<file path="src/hw/rtl/cbif_pkg.sv">
`default_nettype none

package cbif_pkg;

   // Fraction bits of the box coordinates.
   localparam int COORD_FRAC_BITS = 8;

   localparam int COORD_W = 24;
   localparam int SIZE_W  = 25;
   localparam int LABEL_W = 16;
   localparam int CROP_W  = 16;
   localparam int THR_W   = 17;

   // IoU threshold after reset: 0.5 in Q1.16.
   localparam logic [THR_W-1:0] THR_RESET = 17'd32768;

   // Step that the datapath performs in a cycle.
   typedef enum logic [3:0] {
      OP_NONE,
      OP_GEOM,
      OP_INTER,
      OP_BOX,
      OP_CROP,
      OP_UNION,
      OP_TLO,
      OP_THI,
      OP_CMP
   } cbif_op_type;

   typedef enum logic [3:0] {
      ST_IDLE,
      ST_GEOM,
      ST_INTER,
      ST_BOX,
      ST_CROP,
      ST_UNION,
      ST_TLO,
      ST_THI,
      ST_CMP,
      ST_DECIDE
   } cbif_state_type;

   typedef struct packed {
      logic        load_in;
      cbif_op_type op;
      logic        load_out;
      logic        fallback;
   } cbif_cmd_type;

   typedef struct packed {
      logic nobox;
      logic last;
      logic keep;
   } cbif_status_type;

endpackage

`default_nettype wire

</file>
<file path="src/hw/rtl/cbif_req_if.sv">
`default_nettype none

interface cbif_req_if;
   logic                                valid;
   logic                                ready;
   logic [cbif_pkg::COORD_W-1:0]        box_x;
   logic [cbif_pkg::COORD_W-1:0]        box_y;
   logic [cbif_pkg::COORD_W-1:0]        box_w;
   logic [cbif_pkg::COORD_W-1:0]        box_h;
   logic [cbif_pkg::LABEL_W-1:0]        box_label;
   logic [cbif_pkg::CROP_W-1:0]         crop_x;
   logic [cbif_pkg::CROP_W-1:0]         crop_y;
   logic [cbif_pkg::CROP_W-1:0]         crop_w;
   logic [cbif_pkg::CROP_W-1:0]         crop_h;
   logic                                last_box;
   logic                                no_box;

   modport source (
      output valid, box_x, box_y, box_w, box_h, box_label,
             crop_x, crop_y, crop_w, crop_h, last_box, no_box,
      input  ready
   );
   modport sink (
      input  valid, box_x, box_y, box_w, box_h, box_label,
             crop_x, crop_y, crop_w, crop_h, last_box, no_box,
      output ready
   );
endinterface

`default_nettype wire

</file>
<file path="src/hw/rtl/cbif_rsp_if.sv">
`default_nettype none

interface cbif_rsp_if;
   logic                                valid;
   logic                                ready;
   logic [cbif_pkg::COORD_W-1:0]        out_x;
   logic [cbif_pkg::COORD_W-1:0]        out_y;
   logic signed [cbif_pkg::SIZE_W-1:0]  out_w;
   logic signed [cbif_pkg::SIZE_W-1:0]  out_h;
   logic [cbif_pkg::LABEL_W-1:0]        out_label;
   logic                                image_end;

   modport source (
      output valid, out_x, out_y, out_w, out_h, out_label, image_end,
      input  ready
   );
   modport sink (
      input  valid, out_x, out_y, out_w, out_h, out_label, image_end,
      output ready
   );
endinterface

`default_nettype wire

</file>
<file path="src/hw/rtl/crop_bbox_iou_filter_clip_top.sv">
// Requests are taken one at a time: a new request is accepted only once the last one is done.
// A request without a box skips the area, union and compare steps; the single shared 32x32
// multiplier computes five products in turn.
// A result waiting in the output register stalls the block only when the next one is due.
// Reset (synchronous, active high) empties the block, forgets kept boxes, sets threshold 0.5.
`default_nettype none

module crop_bbox_iou_filter_clip_top #(
   parameter int COORD_FRAC_BITS = cbif_pkg::COORD_FRAC_BITS
) (
   input  wire logic                          clock,
   input  wire logic                          reset,
   cbif_req_if.sink                           req_bus,
   cbif_rsp_if.source                         rsp_bus,
   input  wire logic                          csr_wr_en,
   input  wire logic [cbif_pkg::THR_W-1:0]    csr_wr_data
);

   // The controller sequences one request at a time through the datapath:
   // geometry, overlap area, box area, crop area, union, the two halves of
   // threshold times union, and finally the compare. The decision to emit a
   // kept box, a fallback box or nothing is taken by the controller, which
   // also tracks whether the current image has kept any box yet.
   cbif_pkg::cbif_cmd_type    cmd;
   cbif_pkg::cbif_status_type status;

   cbif_ctrl u_ctrl (
      .clock     (clock),
      .reset     (reset),
      .req_valid (req_bus.valid),
      .req_ready (req_bus.ready),
      .rsp_valid (rsp_bus.valid),
      .rsp_ready (rsp_bus.ready),
      .cmd       (cmd),
      .status    (status)
   );

   // The datapath holds the captured request, the shared multiplier, the
   // threshold register and the output register that feeds rsp.
   cbif_datapath #(
      .COORD_FRAC_BITS (COORD_FRAC_BITS)
   ) u_datapath (
      .clock       (clock),
      .reset       (reset),
      .cmd         (cmd),
      .status      (status),
      .csr_wr_en   (csr_wr_en),
      .csr_wr_data (csr_wr_data),
      .box_x       (req_bus.box_x),
      .box_y       (req_bus.box_y),
      .box_w       (req_bus.box_w),
      .box_h       (req_bus.box_h),
      .box_label   (req_bus.box_label),
      .crop_x      (req_bus.crop_x),
      .crop_y      (req_bus.crop_y),
      .crop_w      (req_bus.crop_w),
      .crop_h      (req_bus.crop_h),
      .last_box    (req_bus.last_box),
      .no_box      (req_bus.no_box),
      .out_x       (rsp_bus.out_x),
      .out_y       (rsp_bus.out_y),
      .out_w       (rsp_bus.out_w),
      .out_h       (rsp_bus.out_h),
      .out_label   (rsp_bus.out_label),
      .image_end   (rsp_bus.image_end)
   );

endmodule

`default_nettype wire

</file>
<file path="src/hw/rtl/cbif_datapath.sv">
`default_nettype none

module cbif_datapath #(
   parameter int COORD_FRAC_BITS = cbif_pkg::COORD_FRAC_BITS
) (
   input  wire logic                                clock,
   input  wire logic                                reset,
   input  wire cbif_pkg::cbif_cmd_type              cmd,
   output cbif_pkg::cbif_status_type                status,
   input  wire logic                                csr_wr_en,
   input  wire logic [cbif_pkg::THR_W-1:0]          csr_wr_data,
   input  wire logic [cbif_pkg::COORD_W-1:0]        box_x,
   input  wire logic [cbif_pkg::COORD_W-1:0]        box_y,
   input  wire logic [cbif_pkg::COORD_W-1:0]        box_w,
   input  wire logic [cbif_pkg::COORD_W-1:0]        box_h,
   input  wire logic [cbif_pkg::LABEL_W-1:0]        box_label,
   input  wire logic [cbif_pkg::CROP_W-1:0]         crop_x,
   input  wire logic [cbif_pkg::CROP_W-1:0]         crop_y,
   input  wire logic [cbif_pkg::CROP_W-1:0]         crop_w,
   input  wire logic [cbif_pkg::CROP_W-1:0]         crop_h,
   input  wire logic                                last_box,
   input  wire logic                                no_box,
   output logic [cbif_pkg::COORD_W-1:0]             out_x,
   output logic [cbif_pkg::COORD_W-1:0]             out_y,
   output logic signed [cbif_pkg::SIZE_W-1:0]       out_w,
   output logic signed [cbif_pkg::SIZE_W-1:0]       out_h,
   output logic [cbif_pkg::LABEL_W-1:0]             out_label,
   output logic                                     image_end
);

   localparam int F    = COORD_FRAC_BITS;
   localparam int CW   = cbif_pkg::COORD_W;
   localparam int SZW  = cbif_pkg::SIZE_W;
   localparam int TW   = cbif_pkg::THR_W;
   localparam int CQW  = cbif_pkg::CROP_W + F;              // crop in box format
   localparam int EW   = ((CQW > CW) ? CQW : CW) + 1;       // right and bottom edges
   localparam int SW   = EW + 1;                            // signed extents
   localparam int AW   = 2 * CW;                            // box and overlap areas
   localparam int CAW  = 2 * cbif_pkg::CROP_W;              // crop area in whole pixels
   localparam int CSW  = CAW + 2 * F;
   localparam int UW   = ((CSW > AW) ? CSW : AW) + 1;       // union area
   localparam int UHW  = UW - 32;
   localparam int PLW  = TW + 32;
   localparam int PHW  = TW + UHW;
   localparam int CMPW = TW + UW;

   localparam logic signed [SW-1:0] SAT_MAX = SW'((2 ** (SZW - 1)) - 1);
   localparam logic signed [SW-1:0] SAT_MIN = SW'(-(2 ** (SZW - 1)));

   function automatic logic [SZW-1:0] sat_size(input logic signed [SW-1:0] v);
      logic [SZW-1:0] r;
      if (v > SAT_MAX) begin
         r = SAT_MAX[SZW-1:0];
      end else if (v < SAT_MIN) begin
         r = SAT_MIN[SZW-1:0];
      end else begin
         r = v[SZW-1:0];
      end
      return r;
   endfunction

   // Captured request.
   logic [CW-1:0]                   bx_ff, by_ff, bw_ff, bh_ff;
   logic [cbif_pkg::LABEL_W-1:0]    label_ff;
   logic [cbif_pkg::CROP_W-1:0]     cx_ff, cy_ff, cw_ff, ch_ff;
   logic                            last_ff, nobox_ff;

   // Intermediate results.
   logic [CW-1:0]                   ox_ff, oy_ff;
   logic signed [SW-1:0]            iw_ff, ih_ff;
   logic [AW-1:0]                   inter_ff, barea_ff;
   logic [CAW-1:0]                  carea_ff;
   logic [UW-1:0]                   uni_ff, uni_in;
   logic [PLW-1:0]                  plo_ff;
   logic [PHW-1:0]                  phi_ff;
   logic                            keep_ff, keep_in;
   logic [TW-1:0]                   thr_ff;

   // Result register.
   logic [CW-1:0]                   out_x_ff, out_y_ff;
   logic [SZW-1:0]                  out_w_ff, out_h_ff;
   logic [cbif_pkg::LABEL_W-1:0]    out_label_ff;
   logic                            image_end_ff;

   // Geometry.
   logic [CQW-1:0]                  cxq, cyq, cwq, chq;
   logic [EW-1:0]                   bxl, byt, bxr, byb, cxl, cyt, cxr, cyb;
   logic [EW-1:0]                   xa, ya, xb, yb;
   logic signed [SW-1:0]            iw_in, ih_in, fb_w, fb_h;
   logic [CW-1:0]                   ox_in, oy_in;

   assign cxq = CQW'(cx_ff) << F;
   assign cyq = CQW'(cy_ff) << F;
   assign cwq = CQW'(cw_ff) << F;
   assign chq = CQW'(ch_ff) << F;
   assign bxl = EW'(bx_ff);
   assign byt = EW'(by_ff);
   assign bxr = EW'(bx_ff) + EW'(bw_ff);
   assign byb = EW'(by_ff) + EW'(bh_ff);
   assign cxl = EW'(cxq);
   assign cyt = EW'(cyq);
   assign cxr = EW'(cxq) + EW'(cwq);
   assign cyb = EW'(cyq) + EW'(chq);

   assign xa = (cxl > bxl) ? cxl : bxl;
   assign ya = (cyt > byt) ? cyt : byt;
   assign xb = (cxr < bxr) ? cxr : bxr;
   assign yb = (cyb < byb) ? cyb : byb;

   assign iw_in = signed'(SW'(xb)) - signed'(SW'(xa));
   assign ih_in = signed'(SW'(yb)) - signed'(SW'(ya));
   assign ox_in = CW'(xa - cxl);
   assign oy_in = CW'(ya - cyt);

   // Fallback extent; a zero crop size gives minus one pixel.
   assign fb_w = signed'((SW'(cw_ff) - SW'(1)) << F);
   assign fb_h = signed'((SW'(ch_ff) - SW'(1)) << F);

   // One shared multiplier serves all five products.
   logic [31:0] mul_a, mul_b;
   logic [63:0] mul_p;
   logic        both_pos;

   assign both_pos = (iw_ff > 0) && (ih_ff > 0);

   always_comb begin
      unique case (cmd.op)
         cbif_pkg::OP_INTER: begin
            mul_a = both_pos ? 32'(iw_ff[CW-1:0]) : '0;
            mul_b = both_pos ? 32'(ih_ff[CW-1:0]) : '0;
         end
         cbif_pkg::OP_BOX: begin
            mul_a = 32'(bw_ff);
            mul_b = 32'(bh_ff);
         end
         cbif_pkg::OP_CROP: begin
            mul_a = 32'(cw_ff);
            mul_b = 32'(ch_ff);
         end
         cbif_pkg::OP_TLO: begin
            mul_a = 32'(thr_ff);
            mul_b = uni_ff[31:0];
         end
         cbif_pkg::OP_THI: begin
            mul_a = 32'(thr_ff);
            mul_b = 32'(uni_ff[UW-1:32]);
         end
         default: begin
            mul_a = '0;
            mul_b = '0;
         end
      endcase
   end

   assign mul_p = 64'(mul_a) * 64'(mul_b);

   // Union and the division-free IoU test.
   logic [CMPW-1:0] lhs, rhs;

   assign uni_in = UW'(barea_ff) + (UW'(carea_ff) << (2 * F)) - UW'(inter_ff);
   assign lhs    = CMPW'(inter_ff) << 16;
   assign rhs    = CMPW'(plo_ff) + (CMPW'(phi_ff) << 32);
   assign keep_in = (uni_ff == '0) ? (thr_ff == '0) : (lhs >= rhs);

   always_ff @(posedge clock) begin
      if (reset) begin
         thr_ff <= cbif_pkg::THR_RESET;
      end else if (csr_wr_en) begin
         thr_ff <= csr_wr_data;
      end
   end

   always_ff @(posedge clock) begin
      if (cmd.load_in) begin
         bx_ff    <= box_x;
         by_ff    <= box_y;
         bw_ff    <= box_w;
         bh_ff    <= box_h;
         label_ff <= box_label;
         cx_ff    <= crop_x;
         cy_ff    <= crop_y;
         cw_ff    <= crop_w;
         ch_ff    <= crop_h;
         last_ff  <= last_box;
         nobox_ff <= no_box;
      end
      case (cmd.op)
         cbif_pkg::OP_GEOM: begin
            ox_ff <= ox_in;
            oy_ff <= oy_in;
            iw_ff <= iw_in;
            ih_ff <= ih_in;
         end
         cbif_pkg::OP_INTER: inter_ff <= mul_p[AW-1:0];
         cbif_pkg::OP_BOX:   barea_ff <= mul_p[AW-1:0];
         cbif_pkg::OP_CROP:  carea_ff <= mul_p[CAW-1:0];
         cbif_pkg::OP_UNION: uni_ff   <= uni_in;
         cbif_pkg::OP_TLO:   plo_ff   <= mul_p[PLW-1:0];
         cbif_pkg::OP_THI:   phi_ff   <= mul_p[PHW-1:0];
         cbif_pkg::OP_CMP:   keep_ff  <= keep_in;
         default: begin
         end
      endcase
      if (cmd.load_out) begin
         if (cmd.fallback) begin
            out_x_ff     <= '0;
            out_y_ff     <= '0;
            out_w_ff     <= sat_size(fb_w);
            out_h_ff     <= sat_size(fb_h);
            out_label_ff <= '0;
         end else begin
            out_x_ff     <= ox_ff;
            out_y_ff     <= oy_ff;
            out_w_ff     <= sat_size(iw_ff);
            out_h_ff     <= sat_size(ih_ff);
            out_label_ff <= label_ff;
         end
         // A fallback box only ever closes an image, so this covers both cases.
         image_end_ff <= last_ff;
      end
   end

   assign status.nobox = nobox_ff;
   assign status.last  = last_ff;
   assign status.keep  = keep_ff;

   assign out_x     = out_x_ff;
   assign out_y     = out_y_ff;
   assign out_w     = signed'(out_w_ff);
   assign out_h     = signed'(out_h_ff);
   assign out_label = out_label_ff;
   assign image_end = image_end_ff;

endmodule

`default_nettype wire

</file>
<file path="src/hw/rtl/cbif_ctrl.sv">
`default_nettype none

module cbif_ctrl (
   input  wire logic                        clock,
   input  wire logic                        reset,
   input  wire logic                        req_valid,
   output logic                             req_ready,
   output logic                             rsp_valid,
   input  wire logic                        rsp_ready,
   output cbif_pkg::cbif_cmd_type           cmd,
   input  wire cbif_pkg::cbif_status_type   status
);

   cbif_pkg::cbif_state_type state_ff, state_in;
   logic any_kept_ff, any_kept_in;
   logic rsp_valid_ff, rsp_valid_in;

   logic emit_kept, emit_fb, need_out, out_free;

   assign emit_kept = !status.nobox && status.keep;
   assign emit_fb   = status.last && !any_kept_ff && !emit_kept;
   assign need_out  = emit_kept || emit_fb;
   assign out_free  = !rsp_valid_ff || rsp_ready;

   // Next state.
   always_comb begin
      state_in = state_ff;
      unique case (state_ff)
         cbif_pkg::ST_IDLE: begin
            if (req_valid) begin
               state_in = cbif_pkg::ST_GEOM;
            end
         end
         cbif_pkg::ST_GEOM: begin
            state_in = status.nobox ? cbif_pkg::ST_DECIDE : cbif_pkg::ST_INTER;
         end
         cbif_pkg::ST_INTER: state_in = cbif_pkg::ST_BOX;
         cbif_pkg::ST_BOX:   state_in = cbif_pkg::ST_CROP;
         cbif_pkg::ST_CROP:  state_in = cbif_pkg::ST_UNION;
         cbif_pkg::ST_UNION: state_in = cbif_pkg::ST_TLO;
         cbif_pkg::ST_TLO:   state_in = cbif_pkg::ST_THI;
         cbif_pkg::ST_THI:   state_in = cbif_pkg::ST_CMP;
         cbif_pkg::ST_CMP:   state_in = cbif_pkg::ST_DECIDE;
         cbif_pkg::ST_DECIDE: begin
            if (!need_out || out_free) begin
               state_in = cbif_pkg::ST_IDLE;
            end
         end
         default: state_in = cbif_pkg::ST_IDLE;
      endcase
   end

   // Outputs.
   always_comb begin
      cmd          = '{load_in: 1'b0, op: cbif_pkg::OP_NONE, load_out: 1'b0, fallback: 1'b0};
      req_ready    = 1'b0;
      any_kept_in  = any_kept_ff;
      unique case (state_ff)
         cbif_pkg::ST_IDLE: begin
            req_ready   = 1'b1;
            cmd.load_in = req_valid;
         end
         cbif_pkg::ST_GEOM:  cmd.op = cbif_pkg::OP_GEOM;
         cbif_pkg::ST_INTER: cmd.op = cbif_pkg::OP_INTER;
         cbif_pkg::ST_BOX:   cmd.op = cbif_pkg::OP_BOX;
         cbif_pkg::ST_CROP:  cmd.op = cbif_pkg::OP_CROP;
         cbif_pkg::ST_UNION: cmd.op = cbif_pkg::OP_UNION;
         cbif_pkg::ST_TLO:   cmd.op = cbif_pkg::OP_TLO;
         cbif_pkg::ST_THI:   cmd.op = cbif_pkg::OP_THI;
         cbif_pkg::ST_CMP:   cmd.op = cbif_pkg::OP_CMP;
         cbif_pkg::ST_DECIDE: begin
            if (!need_out || out_free) begin
               cmd.load_out = need_out;
               cmd.fallback = emit_fb;
               if (emit_kept) begin
                  any_kept_in = !status.last;
               end else if (status.last) begin
                  any_kept_in = 1'b0;
               end
            end
         end
         default: begin
         end
      endcase
   end

   always_comb begin
      rsp_valid_in = rsp_valid_ff;
      if (rsp_ready) begin
         rsp_valid_in = 1'b0;
      end
      if (cmd.load_out) begin
         rsp_valid_in = 1'b1;
      end
   end

   always_ff @(posedge clock) begin
      if (reset) begin
         state_ff     <= cbif_pkg::ST_IDLE;
         any_kept_ff  <= 1'b0;
         rsp_valid_ff <= 1'b0;
      end else begin
         state_ff     <= state_in;
         any_kept_ff  <= any_kept_in;
         rsp_valid_ff <= rsp_valid_in;
      end
   end

   assign rsp_valid = rsp_valid_ff;

endmodule

`default_nettype wire
</file>
<file path="src/flat_wrapper.sv">
// flat-port wrapper written by rule: the top's interface ports become plain ports
module crop_bbox_iou_filter_clip_top_flat 
#(
   parameter int COORD_FRAC_BITS = cbif_pkg::COORD_FRAC_BITS
)
  (clock, reset, csr_wr_en, csr_wr_data, req_bus_valid, req_bus_box_x, req_bus_box_y, req_bus_box_w, req_bus_box_h, req_bus_box_label, req_bus_crop_x, req_bus_crop_y, req_bus_crop_w, req_bus_crop_h, req_bus_last_box, req_bus_no_box, req_bus_ready, rsp_bus_valid, rsp_bus_out_x, rsp_bus_out_y, rsp_bus_out_w, rsp_bus_out_h, rsp_bus_out_label, rsp_bus_image_end, rsp_bus_ready);
  cbif_req_if req_bus_i ();
  cbif_rsp_if rsp_bus_i ();
  input  wire logic clock;
  input  wire logic reset;
  input  wire logic csr_wr_en;
  input  wire logic [cbif_pkg::THR_W-1:0] csr_wr_data;
  input wire logic [$bits(req_bus_i.valid)-1:0] req_bus_valid;
  input wire logic [$bits(req_bus_i.box_x)-1:0] req_bus_box_x;
  input wire logic [$bits(req_bus_i.box_y)-1:0] req_bus_box_y;
  input wire logic [$bits(req_bus_i.box_w)-1:0] req_bus_box_w;
  input wire logic [$bits(req_bus_i.box_h)-1:0] req_bus_box_h;
  input wire logic [$bits(req_bus_i.box_label)-1:0] req_bus_box_label;
  input wire logic [$bits(req_bus_i.crop_x)-1:0] req_bus_crop_x;
  input wire logic [$bits(req_bus_i.crop_y)-1:0] req_bus_crop_y;
  input wire logic [$bits(req_bus_i.crop_w)-1:0] req_bus_crop_w;
  input wire logic [$bits(req_bus_i.crop_h)-1:0] req_bus_crop_h;
  input wire logic [$bits(req_bus_i.last_box)-1:0] req_bus_last_box;
  input wire logic [$bits(req_bus_i.no_box)-1:0] req_bus_no_box;
  output wire logic [$bits(req_bus_i.ready)-1:0] req_bus_ready;
  output wire logic [$bits(rsp_bus_i.valid)-1:0] rsp_bus_valid;
  output wire logic [$bits(rsp_bus_i.out_x)-1:0] rsp_bus_out_x;
  output wire logic [$bits(rsp_bus_i.out_y)-1:0] rsp_bus_out_y;
  output wire logic [$bits(rsp_bus_i.out_w)-1:0] rsp_bus_out_w;
  output wire logic [$bits(rsp_bus_i.out_h)-1:0] rsp_bus_out_h;
  output wire logic [$bits(rsp_bus_i.out_label)-1:0] rsp_bus_out_label;
  output wire logic [$bits(rsp_bus_i.image_end)-1:0] rsp_bus_image_end;
  input wire logic [$bits(rsp_bus_i.ready)-1:0] rsp_bus_ready;
  assign req_bus_i.valid = req_bus_valid;
  assign req_bus_i.box_x = req_bus_box_x;
  assign req_bus_i.box_y = req_bus_box_y;
  assign req_bus_i.box_w = req_bus_box_w;
  assign req_bus_i.box_h = req_bus_box_h;
  assign req_bus_i.box_label = req_bus_box_label;
  assign req_bus_i.crop_x = req_bus_crop_x;
  assign req_bus_i.crop_y = req_bus_crop_y;
  assign req_bus_i.crop_w = req_bus_crop_w;
  assign req_bus_i.crop_h = req_bus_crop_h;
  assign req_bus_i.last_box = req_bus_last_box;
  assign req_bus_i.no_box = req_bus_no_box;
  assign req_bus_ready = req_bus_i.ready;
  assign rsp_bus_valid = rsp_bus_i.valid;
  assign rsp_bus_out_x = rsp_bus_i.out_x;
  assign rsp_bus_out_y = rsp_bus_i.out_y;
  assign rsp_bus_out_w = rsp_bus_i.out_w;
  assign rsp_bus_out_h = rsp_bus_i.out_h;
  assign rsp_bus_out_label = rsp_bus_i.out_label;
  assign rsp_bus_image_end = rsp_bus_i.image_end;
  assign rsp_bus_i.ready = rsp_bus_ready;
  crop_bbox_iou_filter_clip_top #(.COORD_FRAC_BITS(COORD_FRAC_BITS)) u_core (.clock(clock), .reset(reset), .req_bus(req_bus_i), .rsp_bus(rsp_bus_i), .csr_wr_en(csr_wr_en), .csr_wr_data(csr_wr_data));
endmodule
</file>
<file path="config.mk">
export PLATFORM = sky130hd
export DESIGN_NAME = crop_bbox_iou_filter_clip_top_flat
export DESIGN_NICKNAME = d
export VERILOG_FILES = /design/src/hw/rtl/cbif_pkg.sv /design/src/hw/rtl/cbif_req_if.sv /design/src/hw/rtl/cbif_rsp_if.sv /design/src/hw/rtl/crop_bbox_iou_filter_clip_top.sv /design/src/hw/rtl/cbif_datapath.sv /design/src/hw/rtl/cbif_ctrl.sv /design/src/flat_wrapper.sv
export SDC_FILE = /design/constraint.sdc
export NUM_CORES = 2
export LEC_CHECK = 0
export BUFFER_PORTS_ARGS = -buffer_cell sky130_fd_sc_hd__buf_2
export CAP_MARGIN = 20
export CORE_MARGIN = 8
export CORE_UTILIZATION = 58
export CTS_BUF_LIST = sky130_fd_sc_hd__clkbuf_4 sky130_fd_sc_hd__clkbuf_8
export CTS_CLUSTER_DIAMETER = 200
export DETAILED_ROUTE_END_ITERATION = 8
export PLACE_DENSITY = 0.81
export SLEW_MARGIN = 20
export SYNTH_ARGS = -nofsm -noshare
export SYNTH_HDL_FRONTEND = slang
export SYNTH_SLANG_ARGS = --single-unit
</file>
<file path="constraint.sdc">
create_clock -name clock -period 20.4 [get_ports clock]
set_input_delay 3.06 -clock clock [delete_from_list [all_inputs] [get_ports clock]]
set_output_delay 3.06 -clock clock [all_outputs]
set_load 0.05 [all_outputs]
</file>
==> out/metrics.csv <==
metric,value,unit
outcome,"finished, final reports clean",
largest net degree at the start of global routing,73,
count of final max-slew check failures,0,
Worst-Margin Slew,1.26,ns
DRT antenna net count,0,
yosys warns,0,
fin cells,7917,
crit path kind,flop to flop,
Worst path max stage delay,0.85,ns
worst hold stages,1,
# nets final,7865,
worst reg2reg setup slack,9.92,ns
DP Cell Count,7718,
fin area,67900,µm²
Via Count,48188,
clock skew,0.0710,ns
Detailed Place HPWL,154000,µm
Layout fillers,8448,
M3 GR Usage,0.0746,
# rows,120,
htree depth,3,
Place WS,9.92,ns
worst hold slack,0.513,ns
crit share post-route,0.514,
WHS Endpoint,u_core.u_datapath.out_y[10],
first-pass GRT wire length,293000,µm
pwr/cell area,88.4,nW/µm²
Worst setup EP type,flop,
Syn Inst Count,6105,
die area,118000,µm²
sequential cell area,20100,µm²
Die Y,344,µm
clock slew at reported path FFs,0.06,ns
M2 GR Usage,0.517,
area delta synth->final,8.87,%
syn avg cell area,10.2,µm²
Worst VDD drop,0.0849,mV
final WL,194000,µm
drt first pass iters,8,
RSZ-0062 raised after global routing,false,
worst hold start,u_core.u_datapath.oy_ff[10],
number of global-route vias before repair,49455,
reg2reg path depth,31,
most frequent CP cell,fa_1,
Synth Flop Type,edfxtp_1,
critical path's slowest cell,a221o_1,
initial core utilization,0.583,
Iter 0 DRT Violations,4826,
TNS Setup,0,ns
grt ovf,0,
Vias per Instance,6.09,
critical path peak fanout,49,
capturing point of the worst reg2reg path,u_core.u_datapath.plo_ff[48],
clk buf depth,3,
wire per inst,24.5,µm
Post-CTS Setup Bufs,0,
Rel. slew slack,0.154,
Core Area,107000,µm²
TritonCTS Buffers,104,
"FFs w/ async S/R, synth",0,
share of cells above drive strength 1,0.0968,
FF-to-FF Start,u_core.u_ctrl.state_ff[1],
Setup WS post-layout,9.92,ns
CTS tree,yes,
register area share after synthesis,0.322,
worst skew pair latency,0.82,ns
Final Hold Fails,0,
"Req. time, crit path",20.90,ns
die width,344,µm
clock sinks,677,
register bit total from synthesis,677,
Hold Crit Class,flop to flop,
f_max,0.0955,GHz
Total GRT Usage,0.328,
max-cap violation count,0,
Cell variety after synth,91,
Worst setup SP type,flop,
I/O pin total,317,
global placer's final weighted congestion,0.990,
Area after DPL,65700,µm²
Port Buffers,316,
antenna violations before repair,9,
critical path arrival,10.97,ns
post-cts sizing count,0,
gr busiest metal,met2,
quantity of hold-fixing buffers added after cts,0,
Post-synth EDFFs,654,
leakage,30.8,nW
DRC,0,
Multi-input gate area,37900,µm²
min cycle time layout,10.48,ns
Setup Viol. Count Final,0,
met1 global-route usage,0.408,
Mapped Area,62400,µm²
clock root buffer,clkbuf_8,
## critical path: cells and delay by family (launching register included)
kind                     cells  cell delay, ns
AO/OA/AOI/OAI                7            2.37
XOR/XNOR                     1            0.11
adder cells (fa/ha/maj)      9            4.60
buffers and inverters        7            1.40
flip-flops                   1            0.44
AND/OR/NAND/NOR              7            1.25
## cell families after synthesis
group | synth area share
AO/OA/AOI/OAI | 0.105
XOR/XNOR | 0.0385
adder cells (fa/ha/maj) | 0.332
buffers and inverters | 0.0764
flip-flops | 0.322
multiplexers | 0.00887
other | 0.000120
AND/OR/NAND/NOR | 0.117
## flip-flops by register name, indices dropped and copies added (netlist names), 24 cells and up
name                        flops
u_core.u_datapath.carea_ff     32
u_core.u_datapath.plo_ff       49
u_core.u_datapath.by_ff        24
u_core.u_datapath.inter_ff     48
u_core.u_datapath.out_x        24
u_core.u_datapath.out_h        25
u_core.u_datapath.bw_ff        24
u_core.u_datapath.bh_ff        24
u_core.u_datapath.oy_ff        24
u_core.u_datapath.phi_ff       34
u_core.u_datapath.iw_ff        26
u_core.u_datapath.uni_ff       49
u_core.u_datapath.bx_ff        24
u_core.u_datapath.out_y        24
u_core.u_datapath.out_w        25
u_core.u_datapath.ox_ff        24
u_core.u_datapath.ih_ff        26
u_core.u_datapath.barea_ff     48
## layout make-up
class | count | area share
multi-input combinational | 4186 | 0.558
tap | 1403 | 0.0259
clock inverter | 58 | 0.00641
clock buffer | 133 | 0.0246
sequential | 677 | 0.296
inverter | 1082 | 0.0598
timing repair buffer | 372 | 0.0295
antenna | 6 | 0.000221
## report_power, final
part	internal (mW)	leakage, nW	switching [mW]
clock	0.585	1.11	0.575
sequential	1.87	6.43	0.199
combinational	1.08	23.3	1.69
## how the worst max path moves through the flow
stage | end | startpoint | cells after the start | slack (ns)
floorplan | u_core.u_datapath.barea_ff[46] | u_core.u_ctrl.state_ff[3] | 34 | 8.37
global placement | u_core.u_datapath.barea_ff[46] | u_core.u_ctrl.state_ff[3] | 30 | 10.21
detailed placement | u_core.u_datapath.barea_ff[46] | u_core.u_ctrl.state_ff[3] | 30 | 9.92
CTS | u_core.u_datapath.plo_ff[46] | u_core.u_ctrl.state_ff[3] | 30 | 9.94
global route | u_core.u_datapath.barea_ff[46] | u_core.u_ctrl.state_ff[1] | 32 | 9.37
finish | u_core.u_datapath.plo_ff[48] | u_core.u_ctrl.state_ff[1] | 31 | 9.92
## layout by cell type (no fill, tap or decap), drive strengths merged, types with 48 or more instances in the layout
master  instances
o21a           62
nand2         497
a21o          121
xor2          106
ha            563
buf           371
nor2b          58
and2           98
nand2b         67
clkbuf        134
fa            679
xnor2         168
clkinv         48
inv          1087
edfxtp        654
nor2          599
o21ai         186
a21oi         261
nor3           56
## per-stage QoR
stage | power (mW) | utilization
2_1_floorplan | 3.96 | -
3_3_place_gp | 4.70 | 0.615
3_5_place_dp | 4.75 | 0.615
4_1_cts | 5.93 | 0.635
5_1_grt | 6.32 | 0.635
6_report | 6.00 | 0.635
## synth_stat cells (44+ instances only)
cell type  count  share of area
and2_1        98         0.0098
o21ai_0      171          0.014
edfxtp_1     654           0.31
nor3_1        54         0.0043
nand2b_1      67         0.0067
nand2_1      497          0.030
inv_1       1082          0.065
a21o_1       121          0.015
mux2i_1       47         0.0075
nor2b_1       58         0.0058
nor2_1       599          0.036
xnor2_1      168          0.024
a21oi_1      260          0.021
o21a_1        62         0.0075
fa_1         679           0.22
nand3_1       44         0.0035
nor4_1        47         0.0047
xor2_1       106          0.015
ha_1         563           0.11
clkbuf_1     173          0.010
## per-layer routing
metal	share of wire	wire, µm	vias to the layer above
met3	0.11	21000	765
met2	0.45	87300	2848
met4	0.078	15100	8
met1	0.36	70100	23621
met5	0.00049	95	-
li1	-	-	20946
Power figures use the tool's default switching activity.
